==> src/design/dws_pkg.sv <==
package dws_pkg;

	localparam int ID_W        = 10;
	localparam int TAG_W       = 4;
	localparam int ENT_W       = ID_W + TAG_W;
	localparam int REQ_W       = 2;
	localparam int STS_W       = 2;
	localparam int DEPTH_OUT_W = 7;
	localparam int TOTAL_W     = 32;
	localparam int IN_TDATA_W  = 16;
	localparam int OUT_TDATA_W = 88;

	localparam logic [REQ_W-1:0] REQ_PUSH = 2'd0;
	localparam logic [REQ_W-1:0] REQ_POP  = 2'd1;
	localparam logic [REQ_W-1:0] REQ_PEEK = 2'd2;

	localparam logic [STS_W-1:0] STS_OK    = 2'd0;
	localparam logic [STS_W-1:0] STS_DIRTY = 2'd1;
	localparam logic [STS_W-1:0] STS_FULL  = 2'd2;
	localparam logic [STS_W-1:0] STS_EMPTY = 2'd3;

	typedef enum logic [1:0] {
		ST_CLEAR,
		ST_IDLE,
		ST_EXEC
	} state_t;

	typedef struct packed {
		logic clear;
		logic accept;
		logic exec;
	} cmd_t;

	typedef struct packed {
		logic clr_last;
		logic slot_free;
	} sts_t;

endpackage

==> src/design/dedup_worklist_stack_top.sv <==
// deduplicating work stack
// requests enter on the s_axis channel: tuser carries the request kind (push, pop,
// peek) and tdata the thing id, circuit tag and bottom-insert flag. every request
// gives exactly one result on the m_axis channel: tuser carries the status, tdata
// the popped or peeked entry, the depth after the request and the push and pop
// totals.
// a request is accepted in the idle state and executed in the execute state, which
// waits while a result still sits untaken; no new request is taken until it has
// executed. execution waits for the dirty-mark read, which the bitmap registers.
// the entries live in a shift register with the top at a fixed place, so a push
// at the bottom or on top and a pop all finish in the execute state.
// after reset the dirty bitmap is swept clear, one mark a cycle, over all ITEM_COUNT
// marks; s_axis_tready stays low during the sweep.
// a finished result sits in the output register; the next request is still
// accepted, but it executes only once the waiting result has been taken.
module dedup_worklist_stack_top #(
	parameter int STACK_DEPTH = 64,
	parameter int ITEM_COUNT  = 1024
) (
	input  logic        clk,
	input  logic        arst_n,
	input  logic        s_axis_tvalid,
	output logic        s_axis_tready,
	// item_id, circuit_tag, push_at_bottom, zero pad
	input  logic [15:0] s_axis_tdata,
	// req_type
	input  logic [1:0]  s_axis_tuser,
	output logic        m_axis_tvalid,
	input  logic        m_axis_tready,
	// out_item_id, out_circuit_tag, depth_now, pushes_total, pops_total, zero pad
	output logic [87:0] m_axis_tdata,
	// status
	output logic [1:0]  m_axis_tuser
);

	dws_pkg::cmd_t cmd;
	dws_pkg::sts_t sts;

	dws_ctrl u_ctrl (
		.clk     (clk),
		.arst_n  (arst_n),
		.s_valid (s_axis_tvalid),
		.s_ready (s_axis_tready),
		.sts     (sts),
		.cmd     (cmd)
	);

	dws_datapath #(
		.STACK_DEPTH (STACK_DEPTH),
		.ITEM_COUNT  (ITEM_COUNT)
	) u_datapath (
		.clk     (clk),
		.arst_n  (arst_n),
		.cmd     (cmd),
		.sts     (sts),
		.s_tdata (s_axis_tdata),
		.s_tuser (s_axis_tuser),
		.m_valid (m_axis_tvalid),
		.m_ready (m_axis_tready),
		.m_tdata (m_axis_tdata),
		.m_tuser (m_axis_tuser)
	);

endmodule

==> src/design/dws_ram.sv <==
module dws_ram #(
	parameter int WIDTH = 1,
	parameter int DEPTH = 1024
) (
	input  logic                     clk,
	input  logic                     we,
	input  logic [$clog2(DEPTH)-1:0] waddr,
	input  logic [WIDTH-1:0]         wdata,
	input  logic                     re,
	input  logic [$clog2(DEPTH)-1:0] raddr,
	output logic [WIDTH-1:0]         rdata
);

	logic [WIDTH-1:0] mem_q [DEPTH];
	logic [WIDTH-1:0] rdata_q;

	always_ff @(posedge clk) begin
		if (we) begin
			mem_q[waddr] <= wdata;
		end
		if (re) begin
			rdata_q <= mem_q[raddr];
		end
	end

	assign rdata = rdata_q;

endmodule

==> src/design/dws_ctrl.sv <==
module dws_ctrl (
	input  logic          clk,
	input  logic          arst_n,
	input  logic          s_valid,
	output logic          s_ready,
	input  dws_pkg::sts_t sts,
	output dws_pkg::cmd_t cmd
);

	dws_pkg::state_t state_q;
	dws_pkg::state_t state_nxt;

	always_ff @(posedge clk or negedge arst_n) begin
		if (!arst_n) begin
			state_q <= dws_pkg::ST_CLEAR;
		end else begin
			state_q <= state_nxt;
		end
	end

	always_comb begin
		state_nxt = state_q;
		case (state_q)
			dws_pkg::ST_CLEAR: begin
				if (sts.clr_last) begin
					state_nxt = dws_pkg::ST_IDLE;
				end
			end
			dws_pkg::ST_IDLE: begin
				if (s_valid) begin
					state_nxt = dws_pkg::ST_EXEC;
				end
			end
			dws_pkg::ST_EXEC: begin
				if (sts.slot_free) begin
					state_nxt = dws_pkg::ST_IDLE;
				end
			end
			default: begin
				state_nxt = dws_pkg::ST_CLEAR;
			end
		endcase
	end

	always_comb begin
		s_ready    = 1'b0;
		cmd.clear  = 1'b0;
		cmd.accept = 1'b0;
		cmd.exec   = 1'b0;
		case (state_q)
			dws_pkg::ST_CLEAR: begin
				cmd.clear = 1'b1;
			end
			dws_pkg::ST_IDLE: begin
				s_ready    = 1'b1;
				cmd.accept = s_valid;
			end
			dws_pkg::ST_EXEC: begin
				cmd.exec = sts.slot_free;
			end
			default: begin
				s_ready = 1'b0;
			end
		endcase
	end

endmodule

==> src/design/dws_datapath.sv <==
module dws_datapath #(
	parameter int STACK_DEPTH = 64,
	parameter int ITEM_COUNT  = 1024
) (
	input  logic                            clk,
	input  logic                            arst_n,
	input  dws_pkg::cmd_t                   cmd,
	output dws_pkg::sts_t                   sts,
	input  logic [dws_pkg::IN_TDATA_W-1:0]  s_tdata,
	input  logic [dws_pkg::REQ_W-1:0]       s_tuser,
	output logic                            m_valid,
	input  logic                            m_ready,
	output logic [dws_pkg::OUT_TDATA_W-1:0] m_tdata,
	output logic [dws_pkg::STS_W-1:0]       m_tuser
);

	localparam int CW = $clog2(STACK_DEPTH + 1);
	localparam int MW = $clog2(ITEM_COUNT);
	localparam int IW = dws_pkg::ID_W;
	localparam int TW = dws_pkg::TAG_W;
	localparam int EW = dws_pkg::ENT_W;
	localparam int DEPTH_PAD = dws_pkg::DEPTH_OUT_W;

	function automatic logic [MW-1:0] mark_of(input logic [IW-1:0] id);
		logic [IW:0] r;
		r = {1'b0, id};
		for (int k = IW - 1; k >= 0; k--) begin
			if ((ITEM_COUNT << k) < (1 << IW)) begin
				if (r >= (ITEM_COUNT << k)) begin
					r = r - (IW + 1)'(ITEM_COUNT << k);
				end
			end
		end
		return MW'(r);
	endfunction

	// request held during execution
	logic [dws_pkg::REQ_W-1:0] req_q;
	logic [IW-1:0]             id_q;
	logic [TW-1:0]             tag_q;
	logic                      bot_q;
	logic [MW-1:0]             midx_q;

	logic [EW-1:0]             ent_q [STACK_DEPTH];
	logic [CW-1:0]             cnt_q;
	logic [dws_pkg::TOTAL_W-1:0] pushes_q;
	logic [dws_pkg::TOTAL_W-1:0] pops_q;
	logic [MW-1:0]             clr_q;

	logic                      m_valid_q;
	logic [dws_pkg::STS_W-1:0] res_sts_q;
	logic [IW-1:0]             res_id_q;
	logic [TW-1:0]             res_tag_q;

	logic                      ram_we;
	logic [MW-1:0]             ram_waddr;
	logic                      ram_wdata;
	logic                      dirty;

	logic                      empty;
	logic                      full;
	logic                      push_ok;
	logic                      pop_ok;
	logic [dws_pkg::STS_W-1:0] sts_nxt;
	logic                      show_top;
	logic [EW-1:0]             new_ent;
	logic [CW+DEPTH_PAD-1:0]   depth_wide;

	assign new_ent = {id_q, tag_q};
	assign empty   = (cnt_q == '0);
	assign full    = (cnt_q == CW'(STACK_DEPTH));
	assign push_ok = (req_q == dws_pkg::REQ_PUSH) && !dirty && !full;
	assign pop_ok  = (req_q == dws_pkg::REQ_POP) && !empty;
	assign show_top = ((req_q == dws_pkg::REQ_POP) || (req_q == dws_pkg::REQ_PEEK)) && !empty;

	always_comb begin
		sts_nxt = dws_pkg::STS_OK;
		case (req_q)
			dws_pkg::REQ_PUSH: begin
				if (dirty) begin
					sts_nxt = dws_pkg::STS_DIRTY;
				end else if (full) begin
					sts_nxt = dws_pkg::STS_FULL;
				end
			end
			dws_pkg::REQ_POP: begin
				if (empty) begin
					sts_nxt = dws_pkg::STS_EMPTY;
				end
			end
			default: begin
				sts_nxt = dws_pkg::STS_OK;
			end
		endcase
	end

	always_ff @(posedge clk) begin
		if (cmd.accept) begin
			req_q  <= s_tuser;
			id_q   <= s_tdata[IW-1:0];
			tag_q  <= s_tdata[IW+TW-1:IW];
			bot_q  <= s_tdata[IW+TW];
			midx_q <= mark_of(s_tdata[IW-1:0]);
		end
	end

	// dirty bitmap, cleared by a sweep after reset, set by a push, cleared by a pop
	always_comb begin
		ram_we    = 1'b0;
		ram_waddr = clr_q;
		ram_wdata = 1'b0;
		if (cmd.clear) begin
			ram_we = 1'b1;
		end else if (cmd.exec && push_ok) begin
			ram_we    = 1'b1;
			ram_waddr = midx_q;
			ram_wdata = 1'b1;
		end else if (cmd.exec && pop_ok) begin
			ram_we    = 1'b1;
			ram_waddr = mark_of(ent_q[0][EW-1:TW]);
		end
	end

	dws_ram #(
		.WIDTH (1),
		.DEPTH (ITEM_COUNT)
	) u_marks (
		.clk   (clk),
		.we    (ram_we),
		.waddr (ram_waddr),
		.wdata (ram_wdata),
		.re    (cmd.accept),
		.raddr (mark_of(s_tdata[IW-1:0])),
		.rdata (dirty)
	);

	always_ff @(posedge clk or negedge arst_n) begin
		if (!arst_n) begin
			clr_q <= '0;
		end else if (cmd.clear) begin
			clr_q <= clr_q + 1'b1;
		end
	end

	// shift stack, top at index zero
	for (genvar i = 0; i < STACK_DEPTH; i++) begin : g_ent
		always_ff @(posedge clk) begin
			if (cmd.exec && push_ok) begin
				if (bot_q) begin
					if (cnt_q == CW'(i)) begin
						ent_q[i] <= new_ent;
					end
				end else begin
					if (i == 0) begin
						ent_q[i] <= new_ent;
					end else begin
						ent_q[i] <= ent_q[(i == 0) ? 0 : i - 1];
					end
				end
			end else if (cmd.exec && pop_ok) begin
				if (i < STACK_DEPTH - 1) begin
					ent_q[i] <= ent_q[(i < STACK_DEPTH - 1) ? i + 1 : i];
				end
			end
		end
	end

	always_ff @(posedge clk or negedge arst_n) begin
		if (!arst_n) begin
			cnt_q    <= '0;
			pushes_q <= '0;
			pops_q   <= '0;
		end else if (cmd.exec) begin
			if (push_ok) begin
				cnt_q    <= cnt_q + 1'b1;
				pushes_q <= pushes_q + 1'b1;
			end else if (pop_ok) begin
				cnt_q  <= cnt_q - 1'b1;
				pops_q <= pops_q + 1'b1;
			end
		end
	end

	always_ff @(posedge clk or negedge arst_n) begin
		if (!arst_n) begin
			m_valid_q <= 1'b0;
		end else if (cmd.exec) begin
			m_valid_q <= 1'b1;
		end else if (m_ready) begin
			m_valid_q <= 1'b0;
		end
	end

	always_ff @(posedge clk) begin
		if (cmd.exec) begin
			res_sts_q <= sts_nxt;
			res_id_q  <= show_top ? ent_q[0][EW-1:TW] : '0;
			res_tag_q <= show_top ? ent_q[0][TW-1:0] : '0;
		end
	end

	assign sts.clr_last  = (clr_q == MW'(ITEM_COUNT - 1));
	assign sts.slot_free = !m_valid_q || m_ready;

	assign depth_wide = (CW + DEPTH_PAD)'(cnt_q);
	assign m_valid    = m_valid_q;
	assign m_tuser    = res_sts_q;
	assign m_tdata    = {3'b000, pops_q, pushes_q, depth_wide[DEPTH_PAD-1:0],
		res_tag_q, res_id_q};

	a_cnt_bound: assert property (@(posedge clk) disable iff (!arst_n)
		cnt_q <= CW'(STACK_DEPTH))
		else $error("stack count beyond depth");

	a_push_grows: assert property (@(posedge clk) disable iff (!arst_n)
		cmd.exec && push_ok |=> cnt_q == $past(cnt_q) + 1'b1)
		else $error("accepted push did not grow the stack");

	a_pop_counted: assert property (@(posedge clk) disable iff (!arst_n)
		cmd.exec && pop_ok |=> pops_q == $past(pops_q) + 1'b1)
		else $error("successful pop not counted");

	a_no_overwrite: assert property (@(posedge clk) disable iff (!arst_n)
		cmd.exec && m_valid_q |-> m_ready)
		else $error("pending result overwritten");

	a_no_exec_in_clear: assert property (@(posedge clk) disable iff (!arst_n)
		cmd.clear |-> !cmd.exec && !cmd.accept)
		else $error("request handled during bitmap sweep");

endmodule

==> config.mk <==
export PLATFORM = sky130hd
export DESIGN_NAME = dedup_worklist_stack_top
export DESIGN_NICKNAME = d
export VERILOG_FILES = /design/src/design/dws_pkg.sv /design/src/design/dedup_worklist_stack_top.sv /design/src/design/dws_ram.sv /design/src/design/dws_ctrl.sv /design/src/design/dws_datapath.sv
export SDC_FILE = /design/constraint.sdc
export NUM_CORES = 2
export LEC_CHECK = 0
export BUFFER_PORTS_ARGS = -buffer_cell sky130_fd_sc_hd__buf_2
export CAP_MARGIN = 30
export CORE_ASPECT_RATIO = 1.1
export CORE_UTILIZATION = 45
export DETAILED_ROUTE_END_ITERATION = 7
export SLEW_MARGIN = 25
export SYNTH_ARGS = -nofsm -noshare
export SYNTH_HDL_FRONTEND = slang
export SYNTH_SLANG_ARGS = --single-unit
==> constraint.sdc <==
create_clock -name clk -period 11.6 [get_ports clk]
set_clock_uncertainty 0.05 [all_clocks]
set_input_delay 0.58 -clock clk [delete_from_list [all_inputs] [get_ports clk]]
set_output_delay 0.58 -clock clk [all_outputs]
set_load 0.1 [all_outputs]
**Word-level counts from Yosys, hierarchy flattened**

Memory sizes are Yosys's and may differ from the RTL's. A register that Yosys moved wholly into a read port is not among the register bits.
Index checks and enable logic that the tools add are counted.

- Bits in registers: 117
- RAM bits: 1920
- Output and inout bits: 92
- Memories: 2

Memories:

| memory | depth | bits a word | read ports | clocked after Yosys merged registers in | write ports | line | text |
|---|---|---|---|---|---|---|---|
| u_datapath.u_marks.mem_q | 1024 | 1 | 1 | 1 | 1 | dws_ram.sv:14 | `logic [WIDTH-1:0] mem_q [DEPTH];` |
| u_datapath.ent_q | 64 | 14 | 64 | 0 | 64 | dws_datapath.sv:44 | `logic [EW-1:0] ent_q [STACK_DEPTH];` |

- Add/subtract/negate cells: 5
- Equality and inequality tests: 72
- Multiplexer cells: 414
- Bitwise gates (word level): 128
- Reduce and logical (&&, ||, !) cells: 21

Operator list:

| operator | count |
|---|---|
| 14-bit 2-to-1 mux | 127 |
| 1-bit 2-to-1 mux | 274 |
| 7-bit by 6-bit == test with 1-bit output, second input constant | 32 |
| 1-bit bitwise OR | 127 |
| 7-bit by 5-bit == test with 1-bit output, second input constant | 16 |
| 32-bit by 1-bit adder with 32-bit output, second input constant | 2 |
| 7-bit by 4-bit == test with 1-bit output, second input constant | 8 |
| 10-bit 2-to-1 mux | 3 |
| 7-bit by 3-bit == test with 1-bit output, second input constant | 4 |
| 7-bit by 2-bit == test with 1-bit output, second input constant | 2 |
| 7-bit 2-to-1 mux | 2 |
| 2-bit 2-to-1 mux | 6 |
| 10-bit by 1-bit adder with 10-bit output, second input constant | 1 |
| 10-bit == test, second input constant | 1 |
| 7-bit by 1-bit adder with 7-bit output, second input constant | 1 |
| 7-bit by 1-bit == test with 1-bit output, second input constant | 1 |
| 7-bit == test, second input constant | 1 |
| 7-bit zero test | 1 |
| 7-bit by 1-bit subtractor with 7-bit output, second input constant | 1 |
| 1-bit logical AND | 6 |
| 2-bit case mux with 3 select lines | 1 |
| 3-bit AND reduction | 2 |
| 2-bit by 1-bit == test with 1-bit output, second input constant | 2 |
| 2-bit == test, second input constant | 2 |
| other kinds (9) | 17 |

**Depth between registers and ports, before layout**

- Depth after elaboration: 9
- Gate-level depth with buffers: 15
- Gate-level depth less buffers: 11

**Cells and area by module**

Synthesis repeated with hierarchy kept, for this count alone.

- Cells, all modules: 5859
- Area total of the unflattened synthesis: 88681.3 µm²

By module, submodules not included:

| module | instances | cells each | area each (µm²) | seq. area each (µm²) |
|---|---|---|---|---|
| dws_ram | 1 | 3112 | 44666.6 | 30779.5 |
| dws_datapath | 1 | 2736 | 43895.8 | 29948.7 |
| dws_ctrl | 1 | 11 | 118.9 | 50.0 |

**Worst setup path after synthesis**

No wires, ideal clock.

- Path kind: reg-to-reg
- Start point: register u_datapath.cnt_q[0]
- End point: memory u_datapath.u_marks.mem_q[1011] (enable)
- Library setup time: 0.300 ns
- Arrival: 10.956 ns
- Data required time: 11.250 ns
- Slack: 0.294 ns
- Cell stages (with the launch flop): 13
- Cells stage by stage: dfrtp_1 inv_1 ha_1 nor3b_2 a31oi_1 nand2_2 inv_2 a222oi_1 nor3_2 buf_2 nand3_1 clkbuf_1 nor2_1

- Cells in the longest elaborated chain, start to end: 9
- Elaborated cells between the ends (all ways): 16
- Classes of those cells: eq/ne: 1; mux: 8; reduce/logical: 7

Ends and longest elaborated chain:

| what | line | text |
|---|---|---|
| start, declared | dws_datapath.sv:45 | `logic [CW-1:0] cnt_q;` |
| start signal, assigned | dws_datapath.sv:175 | `cnt_q <= cnt_q + 1'b1;` |
| start signal, assigned | dws_datapath.sv:178 | `cnt_q <= cnt_q - 1'b1;` |
| 7-bit zero test | dws_datapath.sv:70 | `assign empty = (cnt_q == '0);` |
| 1-bit zero test | dws_datapath.sv:73 | `assign pop_ok = (req_q == dws_pkg::REQ_POP) && !empty;` |
| 1-bit logical AND | dws_datapath.sv:73 |  |
| 1-bit logical AND | dws_datapath.sv:118 | `end else if (cmd.exec && pop_ok) begin` |
| 1-bit 2-to-1 mux | dws_datapath.sv:118 |  |
| 1-bit 2-to-1 mux | dws_datapath.sv:114 | `end else if (cmd.exec && push_ok) begin` |
| 1-bit 2-to-1 mux | dws_datapath.sv:112 | `if (cmd.clear) begin` |
| 1-bit 2-to-1 mux | dws_ram.sv:18 | `if (we) begin` |
| 1-bit 2-to-1 mux (not written as such) | dws_ram.sv:19 | `mem_q[waddr] <= wdata;` |
| end, declared | dws_ram.sv:14 |  |

Parallel ways exist; a longest one is shown, timed or not.

==> results by group <==
Status
  – Status: finished clean

Worst setup path
  – WS Path Type: flip-flop to flip-flop
  – Setup slack, reg-to-reg: 5.77 ns
  – CP Launch Type: flip-flop
  – CP most frequent cell: buf_4
  – Crit Path Max Fanout: 92
  – Worst path required time: 12.26 ns
  – Critical path cell sequence: inv_1, ha_1, nor3b_2, nand3_1, and4_4, buf_4, buf_4, buf_4, buf_4, a221o_1
  – Crit Reg-Reg Startpoint: u_datapath.cnt_q[0]$_DFFE_PN0P_
  – R2R Path End: u_datapath.ent_q[3][79]$_DFFE_PP_
  – R2R depth: 10
  – Max stage delay on crit path: 0.87 ns
  – Crit path max-delay cell type: buf_4
  – Setup crit end kind: flip-flop
  – Crit path DAT: 6.48 ns

Timing
  – Final count of hold timing violations: 0
  – Fin crit period: 5.828 ns
  – TNS Setup: 0 ns
  – Worst slew pin tran: 1.171 ns
  – Slew Viols, Final: 0
  – RSZ-0062 raised after global routing: false
  – Fmax: 171.6 MHz
  – Headroom to the max-slew limit: 21.96%
  – Final period util: 50.25%
  – Setup violations, final: 0

Finish
  – Ratio of cells with drive above 1 in the final layout: 15.61%
  – Fin util: 50.36%
  – Nets: 5715
  – Final instance area: 97120 um^2
  – Area growth from synthesis to layout: 11.23%

Clock tree
  – CTS tree: built
  – Clk_lat worst skew: 0.87 ns
  – Post-CTS sizing: 0
  – Max Root-Sink Buffers: 3
  – CTS Root Cell: clkbuf_16
  – Reg clk slew, reported paths: 0.07 ns
  – H-Tree Depth: 4
  – Cts bufs inserted: 204
  – Clk sinks: 2038

Global route
  – First-pass GRT wire length: 341.3 mm
  – Largest net degree at the start of global routing: 293
  – Initial antenna violation count: 7
  – Vias in the first global route: 52090
  – Gr usage total: 23.06%
  – Remaining global-route overflow: 0

Detailed routing
  – Post-route ant nets: 0
  – Via count: 53410
  – Detailed Route WL: 230.8 mm
  – DR pass1 iterations: 6
  – DRC: 0
  – DRT iter0 DRCs: 6443
  – Wire per inst: 27.40 um
  – Vias per std cell: 6.342

Pwr
  – Tot Pwr: 14.60 mW
  – Power Density: 150.3 nW/um^2
  – Worst vdd ir: 0.1585 mV
  – Leakage power: 28.32 nW

Placement
  – GP Congestion: 0.8134
  – Placed instance area: 90270 um^2
  – IO Port Bufs: 109
  – Post-DP HPWL: 131.1 mm

Worst hold path
  – Hold Path Origin: s_axis_tdata[9]
  – Hold path depth: 1
  – Hold Path End: u_datapath.id_q[9]$_DFFE_PP_
  – HP Class: primary input to flip-flop

Die
  – Die Ht: 464.0 um
  – Standard-cell rows: 169
  – # IOs: 114
  – CORE AREA: 192800 um^2
  – Die area: 195800 um^2
  – Die width: 422.0 um
  – Effective utilization at floorplan: 45.27%

Synth
  – Post-synth EDFFs: 1954
  – Share of synthesized flip-flops with an asynchronous set or reset: 4.122%
  – Synthesized flop and latch total: 2038
  – Cell Area, Synth: 87310 um^2
  – Seq/Total Area, Yosys: 69.61%
  – Synthesized instance count: 5803
  – Synth Warn #: 0
  – Avg Inst Size Synth: 15.05 um^2
  – Main synth FF type: edfxtp_1
  – Synth unique cells: 71

Run
  – Max Cap Viol: 0
[power breakdown]
group                 switching (mW)  internal, mW
Clock                           2.90          3.54
Sequential     0.0000000000000000261          7.94
Combinational                  0.149        0.0690
[logic make-up (layout without fill, tap and decap cells)]
family,Yosys count,count (layout),share of synthesized area [%]
compound gates,1145,1145,12.06
xor+xnor,78,78,0.7824
mux,349,349,7.111
fa+ha+maj,10,10,0.1433
simple gates,1547,1547,7.280
buf+inv,635,686,3.011
flops,2038,2038,69.61
other cells,1,4,0.004295
[how the worst max path moves through the flow]
stage	startpoint	to	slack, ns	depth (start not counted)
after floorplan	u_datapath.cnt_q[0]$_DFFE_PN0P_	u_datapath.u_marks.mem_q[1011]$_DFFE_PP_	0.29	12
after global placement	u_datapath.cnt_q[0]$_DFFE_PN0P_	u_datapath.ent_q[2][59]$_DFFE_PP_	5.42	10
after detailed placement	u_datapath.cnt_q[0]$_DFFE_PN0P_	u_datapath.ent_q[4][13]$_DFFE_PP_	5.39	10
after CTS	u_datapath.cnt_q[0]$_DFFE_PN0P_	u_datapath.ent_q[3][79]$_DFFE_PP_	5.32	10
after global routing	u_datapath.cnt_q[0]$_DFFE_PN0P_	u_datapath.ent_q[4][23]$_DFFE_PP_	5.40	10
final	u_datapath.cnt_q[0]$_DFFE_PN0P_	u_datapath.ent_q[3][79]$_DFFE_PP_	5.77	10
[registers in the layout, summed over array words and instances, names as in the netlist, 7 cells and up]
signal                    flops
u_datapath.id_q              10
u_datapath.u_marks.mem_q   1024
u_datapath.cnt_q              7
u_datapath.pushes_q          32
u_datapath.pops_q            32
u_datapath.res_id_q          10
u_datapath.ent_q            896
u_datapath.clr_q             10
[synth_stat cells (48+ instances only)]
library cell	count	area, um^2
nand3_1	73	365.4
nor2_1	1088	4084
mux2i_1	114	1141
clkbuf_1	449	1685
nand2_1	210	788.3
mux4_2	215	4842
edfxtp_1	1954	58680
dfrtp_1	84	2102
xnor2_1	48	420.4
buf_1	50	187.7
o21ai_0	80	400.4
buf_2	83	415.4
a221o_1	868	8688
o221ai_1	50	437.9
[worst max-delay path: cells and delay by family (launching register included)]
kind / cells / cell delay [ns]
compound gates: 1 / 0.29
fa+ha+maj: 1 / 0.27
buf+inv: 5 / 3.06
flops: 1 / 0.45
simple gates: 3 / 1.35
[metrics by stage]
stage          setup WS, ns  std cells  hold slack, ns
2_1_floorplan        0.2943       5805          0.2344
3_3_place_gp          5.421       8003          0.4037
3_5_place_dp          5.392       8020          0.4048
4_1_cts               5.321       8409         0.01777
5_1_grt               5.399       8422         0.04901
6_report              5.772       8422         0.09901
[final cells by class]
class                   instances  area, um^2
fillers                     16460       95730
multi-input cells            3132       24280
diodes                          1       2.502
clock buffers                 260        5378
clock inverters               119        1105
well taps                    2565        3209
repair buffers                292        2305
inverters                      15       63.81
flip-flops and latches       2038       60780
[placed cells by master (no fill, tap or decap), types with 44 or more instances in the layout]
cell       instances
a221o_1          868
buf_2            106
buf_4            136
clkbuf_1          52
clkbuf_16        206
clkinv_2          44
dfrtp_1           84
edfxtp_1        1954
mux2i_1          114
mux4_2           215
nand2_1          194
nor2_1          1084
o21ai_1           46
o221ai_1          50
xnor2_1           48
[routing by layer]
metal  vias to the layer above  global-route usage (%)  share of wire [%]
met5                         -                       0              0.013
met4                         4                   8.399                3.6
met3                       397                   3.101                6.5
met2                      2127                   38.54                 50
met1                     27950                   30.84                 40
li1                      22930                       -                  -
[what timing repair did]
action	4_1_cts	5_1_grt
setup buffers	0	0
endpoints found under the hold margin	40	0
hold buffers	10	0
Power figures use the tool's default switching activity.
